$ cat config.mk
export PLATFORM = sky130hd
export DESIGN_NAME = best_fit_chunk_allocator
export DESIGN_NICKNAME = d
export VERILOG_FILES = /design/src/hw/rtl/bfca_pkg.sv /design/src/hw/rtl/best_fit_chunk_allocator.sv /design/src/hw/rtl/bfca_ram.sv /design/src/hw/rtl/bfca_ctl.sv
export SDC_FILE = /design/constraint.sdc
export NUM_CORES = 2
export LEC_CHECK = 0
export BUFFER_PORTS_ARGS = -buffer_cell sky130_fd_sc_hd__buf_2
export CORE_MARGIN = 10
export CORE_UTILIZATION = 53
export CTS_BUF_LIST = sky130_fd_sc_hd__clkbuf_16
export DETAILED_ROUTE_END_ITERATION = 8
export HOLD_SLACK_MARGIN = 0.06
export PLACE_DENSITY = 0.68
export SYNTH_ARGS = -nofsm -noshare
export SYNTH_HDL_FRONTEND = slang
export SYNTH_HIERARCHICAL = 1
export SYNTH_SLANG_ARGS = --single-unit
$ cat constraint.sdc
create_clock -name clk_i -period 6.2 [get_ports clk_i]
set_input_delay 0 -clock clk_i [delete_from_list [all_inputs] [get_ports clk_i]]
set_output_delay 0 -clock clk_i [all_outputs]
set_load 0.02 [all_outputs]
$ cat src/hw/rtl/bfca_pkg.sv
// Shared types and codes for the best-fit chunk allocator.
// No dependencies.
package bfca_pkg;

  localparam logic [1:0] FUNC_ALLOC   = 2'd0;
  localparam logic [1:0] FUNC_DEALLOC = 2'd1;
  localparam logic [1:0] FUNC_DEFRAG  = 2'd2;

  typedef struct packed {
    logic        is_free;
    logic [7:0]  id;
    logic [15:0] size;
  } entry_t;

  localparam int unsigned EntryBits = $bits(entry_t);

  typedef struct packed {
    logic [1:0]  func;
    logic [15:0] req_size;
    logic [7:0]  free_id;
  } req_t;

  typedef struct packed {
    logic       failed;
    logic [7:0] got_id;
  } rsp_t;

endpackage

$ cat src/hw/rtl/best_fit_chunk_allocator.sv
// Best-fit chunk allocator: one request at a time over a RAM-held chunk table.
// Allocate, deallocate and defragment pass over the N chunks (deallocate ends early
// on an id match); a split then shifts the chunks above the best fit; size zero,
// func 3 and bad ids skip the scan. The RAM port pair sets the pace.
// Reset: async active low; after reset the init state writes the initial chunk.
// Depends on bfca_pkg and bfca_ctl.
module best_fit_chunk_allocator #(
  parameter int unsigned HEAP_BYTES = 32768,
  parameter int unsigned MAX_CHUNKS = 64,
  parameter int unsigned MAX_ID     = 255
) (
  input  logic        clk_i,
  input  logic        rst_ni,
  input  logic        in_valid_i,
  output logic        in_stall_o,
  input  logic [1:0]  func_i,
  input  logic [15:0] req_size_i,
  input  logic [7:0]  free_id_i,
  output logic        out_valid_o,
  input  logic        out_stall_i,
  output logic        failed_o,
  output logic [7:0]  got_id_o
);
  import bfca_pkg::*;

  logic ready, done, start;
  req_t req;
  rsp_t rsp;
  logic out_valid_q;
  rsp_t out_q;

  assign in_stall_o = !(ready && !out_valid_q);
  assign start = in_valid_i && !in_stall_o;
  assign req = '{func: func_i, req_size: req_size_i, free_id: free_id_i};

  bfca_ctl #(.HEAP_BYTES(HEAP_BYTES), .MAX_CHUNKS(MAX_CHUNKS), .MAX_ID(MAX_ID)) u_ctl (
    .clk_i  (clk_i),
    .rst_ni (rst_ni),
    .start_i(start),
    .req_i  (req),
    .ready_o(ready),
    .done_o (done),
    .rsp_o  (rsp)
  );

  always_ff @(posedge clk_i or negedge rst_ni) begin
    if (!rst_ni) begin
      out_valid_q <= 1'b0;
    end else if (done) begin
      out_valid_q <= 1'b1;
    end else if (!out_stall_i) begin
      out_valid_q <= 1'b0;
    end
  end

  always_ff @(posedge clk_i) begin
    if (done) begin
      out_q <= rsp;
    end
  end

  assign out_valid_o = out_valid_q;
  assign failed_o    = out_q.failed;
  assign got_id_o    = out_q.got_id;

endmodule

$ cat src/hw/rtl/bfca_ram.sv
// Generic single-write, single-read RAM with registered read data.
// No dependencies.
module bfca_ram #(
  parameter int unsigned Width = 8,
  parameter int unsigned Depth = 16
) (
  input  logic                     clk_i,
  input  logic                     we_i,
  input  logic [$clog2(Depth)-1:0] waddr_i,
  input  logic [Width-1:0]         wdata_i,
  input  logic [$clog2(Depth)-1:0] raddr_i,
  output logic [Width-1:0]         rdata_o
);

  logic [Width-1:0] mem_q [Depth];

  always_ff @(posedge clk_i) begin
    if (we_i) begin
      mem_q[waddr_i] <= wdata_i;
    end
    rdata_o <= mem_q[raddr_i];
  end

endmodule

$ cat src/hw/rtl/bfca_ctl.sv
// Sequencer for the chunk table: scan, shift, split, free and compaction passes.
// Depends on bfca_pkg and bfca_ram.
module bfca_ctl #(
  parameter int unsigned HEAP_BYTES = 32768,
  parameter int unsigned MAX_CHUNKS = 64,
  parameter int unsigned MAX_ID     = 255
) (
  input  logic          clk_i,
  input  logic          rst_ni,
  input  logic          start_i,
  input  bfca_pkg::req_t req_i,
  output logic          ready_o,
  output logic          done_o,
  output bfca_pkg::rsp_t rsp_o
);
  import bfca_pkg::*;

  localparam int unsigned IW = (MAX_CHUNKS > 1) ? $clog2(MAX_CHUNKS) : 1;
  localparam int unsigned CW = $clog2(MAX_CHUNKS + 1);

  typedef enum logic [3:0] {
    ST_INIT, ST_IDLE, ST_SCAN, ST_SHIFT, ST_SPLIT_A, ST_SPLIT_B, ST_DEFRAG, ST_DONE
  } state_e;

  state_e state_q, state_d;
  logic [CW-1:0] n_q, n_d, rd_q, rd_d, keep_q, keep_d;
  logic [7:0] newest_q, newest_d;
  req_t req_q, req_d;
  logic rv_q, rv_d;
  logic [IW-1:0] ri_q, ri_d;
  logic found_q, found_d;
  logic [IW-1:0] best_q, best_d;
  logic [15:0] bsize_q, bsize_d;
  logic [7:0] bid_q, bid_d;
  logic hv_q, hv_d;
  logic [IW-1:0] hidx_q, hidx_d;
  logic [7:0] hid_q, hid_d;
  logic [15:0] hsize_q, hsize_d;
  rsp_t rsp_q, rsp_d;

  logic we;
  logic [IW-1:0] waddr;
  entry_t wdata, rdata;
  logic [EntryBits-1:0] rdata_raw;

  assign rdata = entry_t'(rdata_raw);

  bfca_ram #(.Width(EntryBits), .Depth(MAX_CHUNKS)) u_ram (
    .clk_i  (clk_i),
    .we_i   (we),
    .waddr_i(waddr),
    .wdata_i(wdata),
    .raddr_i(rd_q[IW-1:0]),
    .rdata_o(rdata_raw)
  );

  always_comb begin
    state_d = state_q; n_d = n_q; rd_d = rd_q; keep_d = keep_q; newest_d = newest_q;
    req_d = req_q; rv_d = 1'b0; ri_d = ri_q; found_d = found_q; best_d = best_q;
    bsize_d = bsize_q; bid_d = bid_q; hv_d = hv_q; hidx_d = hidx_q; hid_d = hid_q;
    hsize_d = hsize_q; rsp_d = rsp_q;
    we = 1'b0; waddr = '0; wdata = '0;
    unique case (state_q)
      ST_INIT: begin
        we = 1'b1;
        wdata = '{is_free: 1'b1, id: 8'd0, size: 16'(HEAP_BYTES)};
        state_d = ST_IDLE;
      end
      ST_IDLE: begin
        rd_d = '0; keep_d = '0; found_d = 1'b0; hv_d = 1'b0;
        rsp_d = '{failed: 1'b0, got_id: 8'd0};
        if (start_i) begin
          req_d = req_i;
          priority if (req_i.func == FUNC_ALLOC && req_i.req_size == 16'd0) begin
            state_d = ST_DONE;
          end else if (req_i.func == FUNC_ALLOC) begin
            state_d = ST_SCAN;
          end else if (req_i.func == FUNC_DEALLOC) begin
            if (req_i.free_id > newest_q) begin
              rsp_d.failed = 1'b1;
              state_d = ST_DONE;
            end else begin
              state_d = ST_SCAN;
            end
          end else if (req_i.func == FUNC_DEFRAG) begin
            state_d = ST_DEFRAG;
          end else begin
            rsp_d.failed = 1'b1;
            state_d = ST_DONE;
          end
        end
      end
      ST_SCAN: begin
        if (rd_q < n_q) begin
          rv_d = 1'b1; ri_d = rd_q[IW-1:0]; rd_d = rd_q + CW'(1);
        end
        if (rv_q) begin
          if (req_q.func == FUNC_ALLOC) begin
            if (rdata.is_free && rdata.size >= req_q.req_size &&
                (!found_q || rdata.size < bsize_q)) begin
              found_d = 1'b1; best_d = ri_q; bsize_d = rdata.size; bid_d = rdata.id;
            end
          end else if (rdata.id == req_q.free_id) begin
            we = 1'b1; waddr = ri_q; wdata = rdata; wdata.is_free = 1'b1;
            rv_d = 1'b0;
            state_d = ST_DONE;
          end
        end else if (rd_q == n_q) begin
          if (req_q.func != FUNC_ALLOC) begin
            state_d = ST_DONE;
          end else if (!found_q) begin
            rsp_d.failed = 1'b1; state_d = ST_DONE;
          end else if (bsize_q == req_q.req_size) begin
            we = 1'b1; waddr = best_q;
            wdata = '{is_free: 1'b0, id: bid_q, size: bsize_q};
            rsp_d.got_id = bid_q; state_d = ST_DONE;
          end else if (n_q >= CW'(MAX_CHUNKS) || newest_q >= 8'(MAX_ID)) begin
            rsp_d.failed = 1'b1; state_d = ST_DONE;
          end else begin
            rd_d = n_q - CW'(1);
            state_d = ST_SHIFT;
          end
        end
      end
      ST_SHIFT: begin
        if (rd_q > CW'(best_q)) begin
          rv_d = 1'b1; ri_d = rd_q[IW-1:0]; rd_d = rd_q - CW'(1);
        end
        if (rv_q) begin
          we = 1'b1; waddr = ri_q + IW'(1); wdata = rdata;
        end else if (rd_q == CW'(best_q)) begin
          state_d = ST_SPLIT_A;
        end
      end
      ST_SPLIT_A: begin
        we = 1'b1; waddr = best_q;
        wdata = '{is_free: 1'b1, id: bid_q, size: bsize_q - req_q.req_size};
        state_d = ST_SPLIT_B;
      end
      ST_SPLIT_B: begin
        we = 1'b1; waddr = best_q + IW'(1);
        wdata = '{is_free: 1'b0, id: newest_q + 8'd1, size: req_q.req_size};
        newest_d = newest_q + 8'd1;
        n_d = n_q + CW'(1);
        rsp_d.got_id = newest_q + 8'd1;
        state_d = ST_DONE;
      end
      ST_DEFRAG: begin
        if (rd_q < n_q) begin
          rv_d = 1'b1; ri_d = rd_q[IW-1:0]; rd_d = rd_q + CW'(1);
        end
        if (rv_q) begin
          if (rdata.is_free && hv_q) begin
            hsize_d = hsize_q + rdata.size;
          end else if (rdata.is_free) begin
            hv_d = 1'b1; hidx_d = keep_q[IW-1:0]; hid_d = rdata.id; hsize_d = rdata.size;
            keep_d = keep_q + CW'(1);
          end else begin
            we = 1'b1; waddr = keep_q[IW-1:0]; wdata = rdata;
            keep_d = keep_q + CW'(1);
          end
        end else if (rd_q == n_q) begin
          n_d = keep_q;
          if (hv_q) begin
            we = 1'b1; waddr = hidx_q;
            wdata = '{is_free: 1'b1, id: hid_q, size: hsize_q};
          end
          state_d = ST_DONE;
        end
      end
      ST_DONE: begin
        state_d = ST_IDLE;
      end
      default: state_d = ST_IDLE;
    endcase
  end

  always_ff @(posedge clk_i or negedge rst_ni) begin
    if (!rst_ni) begin
      state_q <= ST_INIT; n_q <= CW'(1); newest_q <= 8'd0; rv_q <= 1'b0;
      rd_q <= '0; keep_q <= '0; found_q <= 1'b0; hv_q <= 1'b0;
    end else begin
      state_q <= state_d; n_q <= n_d; newest_q <= newest_d; rv_q <= rv_d;
      rd_q <= rd_d; keep_q <= keep_d; found_q <= found_d; hv_q <= hv_d;
    end
  end

  always_ff @(posedge clk_i) begin
    req_q <= req_d; ri_q <= ri_d; best_q <= best_d; bsize_q <= bsize_d; bid_q <= bid_d;
    hidx_q <= hidx_d; hid_q <= hid_d; hsize_q <= hsize_d; rsp_q <= rsp_d;
  end

  assign ready_o = (state_q == ST_IDLE);
  assign done_o  = (state_q == ST_DONE);
  assign rsp_o   = rsp_q;

endmodule

Word level (Yosys, flattened, before mapping)
Memories as Yosys holds them, arrays and structs flattened. A register that Yosys moved wholly into a read port is not among the register bits.
Index checks and enable logic that the tools add are counted.
{"block": "word_totals", "register_bits": 147, "ramBits": 1600, "inputBits": 30, "out_inout_bits": 11, "mem_count": 1}
{"block": "classes", "add_sub_neg": 10, "order_cmp": 7, "n_eq_ne": 37, "muxes": 115, "bitwise_logic": 1, "reduce_logical": 38}
{"memory": "u_ctl.u_ram.mem_q", "words": 64, "word_bits": 25, "read_ports": 1, "rd_clocked_by_memory_dff": 1, "write_ports": 1, "line": "bfca_ram.sv:15", "source": "logic [Width-1:0] mem_q [Depth];"}
{"operator": "$mux W25", "count": 11}
{"operator": "$pmux W25 S6", "count": 1}
{"operator": "$mux W6", "count": 15}
{"operator": "$mux W7", "count": 12}
{"operator": "$mux W4", "count": 14}
{"operator": "$mux W24", "count": 2}
{"operator": "$mux W1", "count": 38}
{"operator": "$mux W16", "count": 2}
{"operator": "$pmux W6 S5", "count": 1}
{"operator": "$pmux W7 S2", "count": 2}
{"operator": "$pmux W7 S4", "count": 1}
{"operator": "$mux W9", "count": 3}
{"operator": "$ne A2 B1 Y1 const B", "count": 13}
{"operator": "$pmux W4 S6", "count": 1}
{"operator": "$pmux W8 S3", "count": 1}
{"operator": "$add A7 B1 Y7 const B", "count": 3}
{"operator": "$add A16 B16 Y16", "count": 1}
{"operator": "$eq A16 B16 Y1", "count": 1}
{"operator": "$eq A4 B3 Y1 const B", "count": 4}
{"operator": "$ge A16 B16 Y1", "count": 1}
{"operator": "$logic_not A16 Y1", "count": 1}
{"operator": "$lt A16 B16 Y1", "count": 1}
{"operator": "$mux W8", "count": 2}
{"operator": "$reduce_and A4 Y1", "count": 4}
{"operator": "39 further kinds", "count": 73}

Depth between registers and ports, before layout
{"block": "logic_depth", "word_depth": 9, "depth_mapped": 15, "ltp_nobuf": 12}

Modules after synthesis
Netlist, hierarchy kept.
{"module": "bfca_ram", "instances": 1, "cells_per_inst": 2884, "area_each_um2": 62517.5}
{"module": "bfca_ctl", "instances": 1, "cells_per_inst": 1001, "area_each_um2": 9494.1}
{"module": "best_fit_chunk_allocator", "instances": 1, "cells_per_inst": 13, "area_each_um2": 319.1}

Worst setup path after synthesis
No wires, ideal clock.
{"block": "synth_path", "kind": "reg2reg", "startpoint": "register u_ctl.bsize_q[0]", "endpoint": "memory u_ctl/u_ram/mem_q[0][12] (netlist name), data pin", "t_arrival_ps": 4855, "setup_slack_ps": 643, "path_stages_with_launch": 13, "n_path_buf": 0, "synth_period_minus_slack_ps": 5557, "path_cell_list": "edfxtp_1 -> inv_1 -> ha_1 -> inv_1 -> fa_1 -> a21o_1 -> a21oi_1 -> o21bai_1 -> a21oi_1 -> nor3_1 -> a2111oi_0 -> xor2_1 -> o21ai_0"}
{"item": "start: declaration", "line": "bfca_ctl.sv:33", "source": "logic [15:0] bsize_q, bsize_d;"}
{"item": "start signal: assignment", "line": "bfca_ctl.sv:189", "source": "req_q <= req_d; ri_q <= ri_d; best_q <= best_d; bsize_q <= bsize_d; bid_q <= bid_d;"}
{"item": "end: declaration", "line": "bfca_ram.sv:15"}

Worst setup path after layout
{"block": "layout_path", "startpoint": "register u_ctl.state_q[1]", "endpoint": "memory u_ctl/u_ram/mem_q[5][8] (netlist name) (enable)"}
{"block": "layout_between", "word_cells_on_any_way": 11, "classes_between": "eq/ne (5); mux (4); reduce/logical (2)"}
{"item": "start: declaration", "line": "bfca_ctl.sv:25", "source": "state_e state_q, state_d;"}
{"item": "start signal: assignment", "line": "bfca_ctl.sv:183", "source": "state_q <= state_d; n_q <= n_d; newest_q <= newest_d; rv_q <= rv_d;"}
{"item": "$eq A4 B3 Y1 or $eq A4 B2 Y1 (tied branches)", "line": "bfca_ctl.sv:63", "source": "unique case (state_q)"}
{"item": "$pmux W6 S5 *", "line": "bfca_ctl.sv:63"}
{"item": "named net u_ctl.waddr[0]", "line": "bfca_ctl.sv:42", "source": "logic [IW-1:0] waddr;"}
Mark *: on every way through the listed nets, which the timed path passes. The rest lies on a longest branch.

==> results.cfg <==
[placement]
dp_hpwl_um = 119000
placement.cell_area_um2 = 75100
dpl_worst_slack_ns = 1.32
portbufs = 40
gp_congestion = 0.975

[timing]
setup_repair_after_global_routing_missed_its_margin = no
finalCriticalPeriod_ns = 4.98
worst_slew_margin_rel_pct = 12.0
worst-slew-pin-transition_ns = 1.32
fmaxAchievable_mhz = 201
timing.setup.tns_ns = 0
layout_worst_path_cycle_share_pct = 80.2
worst_slack_ns = 1.22
skew_ns = 0.0406
finalHoldViolations = 0
slew_viol_final = 0
final-setup-viol-count = 0

[power]
vdd.ir_drop.worst_v = 0.000341
power.total_mw = 37.7
leakage_nw = 26.9
cellPowerDensity_nw_per_um2 = 462

[critical_path]
worstPathMaxFanout = 26
end_kind = register
cp.arrival_ns = 5.42
critical_path.reg2reg.endpoint = u_ctl/u_ram/mem_q[5][8]$_DFFE_PP_
worst-setup-path-type = reg -> reg
r2r_start = u_ctl/state_q[1]$_DFFE_PN0P_
path_depth_of_the_worst_reg2reg_path = 12
reg2reg_setup_slack_ns = 1.22
crit_path_start_kind = register
required_ns = 6.64

[route]
wl_met2_um = 88500
drtAntennaViolNets = 0
total_number_of_vias = 38900
wl_met3_um = 18500
detail_route.wirelength_um = 190000
post_detailed_route_wirelength_per_cell_um = 31.4
top_layer_used = met5
drt-pass1-iter-count = 6
route.detailed.drc = 0
drt_iter0_markers = 5343
viasPerCell = 6.43
m1WireLength_um = 74700

[floorplan]
die_area_um2 = 152000
core_area_um2 = 135000
die-width_um = 389
start_util_pct = 53.4
num_io_pins = 41
standard_cell_rows = 135
dieHeight_um = 389

[logic_synthesis]
number_of_different_library_cells_in_the_post_synthesis_netlist = 89
avgSynthCellArea_um2 = 18.6
synth_largest_type_area_fraction_pct = 71.0
synth_top_flop_cell = sky130_fd_sc_hd__edfxtp_1
synth_enable_flop_cells = 1710
postSynthCellCount = 3898
synthesis.nets = 4020
yosysWarnings = 6
async_flop_share_pct = 2.03
syn-cell-area_um2 = 72300
yosysSeqAreaShare_pct = 72.9
postSynthRegisterBits = 1771
ranking_of_synthesized_cells_by_area = sky130_fd_sc_hd__edfxtp_1 (71%), sky130_fd_sc_hd__mux4_2 (9.6%), sky130_fd_sc_hd__mux2i_1 (2.4%)
synth_top_area_cell = sky130_fd_sc_hd__edfxtp_1

[cts]
post_cts_buffers = 0
maximum_clock_insertion_buffer_count = 3
tritoncts = done
htree_num_levels = 4
clk_pin_slew_ns = 0.06
cts_sinks = 1771
worst_skew_pair_latency_ns = 0.82
cts_buffers = 177
cts_root_buf = sky130_fd_sc_hd__clkbuf_16

[grt]
antenna_found_initial = 9
grt_usage_pct = 24.9
grt_start_max_net_pins = 137
first_global_vias = 38100
grt.overflow.total = 0
grt_first_pass_wirelength_um = 274000

[worst_hold_path]
whs_path_depth = 4
sink_of_the_worst_hold_path = u_ctl/rsp_o[8]$_SDFFCE_PP1P_
min_from = func_i[0]
timing.hold.worst.class = in -> reg

[cells_and_area]
layout-drive-gt1-share_pct = 23.3
design_area_um2 = 81600
fin_nets = 4240
area_delta_synth_final_pct = 12.8
commonest_cells_after_routing_fill_and_taps_aside = sky130_fd_sc_hd__edfxtp_1 (1710), sky130_fd_sc_hd__mux4_2 (307), sky130_fd_sc_hd__clkbuf_16 (177)
most_frequent_standard_cell_in_the_layout_excluding_fill_and_tap_cells = sky130_fd_sc_hd__edfxtp_1

[flow_run]
max_cap_viol_count = 0

[run_status]
status = completed
==> critical path, stage by stage (launching register included) <==
cell and delay (ns):
sky130_fd_sc_hd__dfrtp_1 0.76, sky130_fd_sc_hd__inv_2 0.28, sky130_fd_sc_hd__nor2_4 0.22, sky130_fd_sc_hd__and2_1 0.52
sky130_fd_sc_hd__and3_1 0.37, sky130_fd_sc_hd__buf_4 0.37, sky130_fd_sc_hd__a221oi_1 0.14, sky130_fd_sc_hd__o21ai_0 0.28
sky130_fd_sc_hd__buf_4 0.28, sky130_fd_sc_hd__nand3b_1 0.21, sky130_fd_sc_hd__or2_1 0.57, sky130_fd_sc_hd__nor2_2 0.20
sky130_fd_sc_hd__buf_4 0.38
==> power by group <==
part / switching, mW / internal (mW)
logic: 7.49 / 3.88
clock network: 4.62 / 6.08
registers: 0.534 / 15.1
==> cell usage after synthesis, types with 30 or more instances <==
master and n:
sky130_fd_sc_hd__nand3_1 65, sky130_fd_sc_hd__buf_4 30, sky130_fd_sc_hd__inv_1 77, sky130_fd_sc_hd__a21o_1 42
sky130_fd_sc_hd__buf_2 47, sky130_fd_sc_hd__xnor2_1 42, sky130_fd_sc_hd__a22o_1 32, sky130_fd_sc_hd__o22ai_1 77
sky130_fd_sc_hd__nand2_1 155, sky130_fd_sc_hd__a22oi_1 46, sky130_fd_sc_hd__edfxtp_1 1710, sky130_fd_sc_hd__o21ai_0 110
sky130_fd_sc_hd__clkbuf_1 74, sky130_fd_sc_hd__a21oi_1 63, sky130_fd_sc_hd__ha_1 90, sky130_fd_sc_hd__mux2_2 120
sky130_fd_sc_hd__mux2i_1 176, sky130_fd_sc_hd__nor2_1 151, sky130_fd_sc_hd__dfrtp_1 35, sky130_fd_sc_hd__mux4_2 307
==> layout make-up <==
class                           count  area (µm²)
Timing Repair Buffer              241        2010
Sequential cell                  1771       52800
Clock buffer                      177        4430
Fill cell                        9648       53800
Inverter                           78         293
Antenna cell                        2        5.00
Clock inverter                    150        1450
Tap cell                         1781        2230
Multi-Input combinational cell   1849       18400
==> how the worst max path moves through the flow <==
stage | end | slack [ns] | startpoint
2_1_floorplan | u_ctl/u_ram/mem_q[0][12]$_DFFE_PP_ | 0.64 | u_ctl/bsize_q[0]$_DFFE_PP_
3_3_place_gp | u_ctl/u_ram/rdata_o[6]$_DFF_P_ | 1.41 | u_ctl/rd_q[0]$_DFFE_PN0P_
3_5_place_dp | u_ctl/u_ram/rdata_o[6]$_DFF_P_ | 1.32 | u_ctl/rd_q[0]$_DFFE_PN0P_
4_1_cts | u_ctl/u_ram/rdata_o[6]$_DFF_P_ | 1.33 | u_ctl/rd_q[0]$_DFFE_PN0P_
5_1_grt | u_ctl/u_ram/mem_q[29][17]$_DFFE_PP_ | 1.03 | u_ctl/state_q[1]$_DFFE_PN0P_
6_report | u_ctl/u_ram/mem_q[5][8]$_DFFE_PP_ | 1.22 | u_ctl/state_q[1]$_DFFE_PN0P_
==> metrics by stage <==
step | std cells | util (%) | hold slack [ns]
after floorplan | 3898 | - | -0.296
after global placement | 5661 | 55.5 | 0.183
final | 6049 | 60.3 | 0.250
after global routing | 6047 | 60.2 | 0.276
after detailed placement | 5661 | 55.5 | 0.179
after CTS | 6046 | 60.2 | 0.196
==> routing by layer <==
layer,vias to the layer above,track usage [%]
li1,16300,-
met1,20200,34.8
met2,2029,38.3
met3,374,5.22
met4,8,10.2
met5,-,0
==> logic make-up (layout without fill, tap and decap cells) <==
logic type,after synthesis,in the layout,share of synthesized area (%)
flops,1771,1771,72.9
buf+inv,278,646,2.03
mux,603,603,13.9
simple gates,550,550,3.66
fa+ha+maj,92,92,1.61
compound gates,541,541,5.14
other cells,0,2,0
xor+xnor,63,63,0.763
==> state kept, by name, summed over array words and instances (netlist names), 8 cells and up <==
register             flops
got_id_o                 8
u_ctl/bid_q              8
u_ctl/bsize_q           16
u_ctl/hid_q              8
u_ctl/hsize_q           16
u_ctl/newest_q           8
u_ctl/req_q             26
u_ctl/rsp_o              9
u_ctl/u_ram/mem_q     1600
u_ctl/u_ram/rdata_o     25
==> what timing repair did <==
action | in CTS | in global routing
hold buffers | 58 | 0
endpoints found under the hold margin | 77 | 0
setup endpoints to repair | 0 | 0
gates resized for setup | 0 | 0
Note: power is estimated with default switching activity, not from simulation.
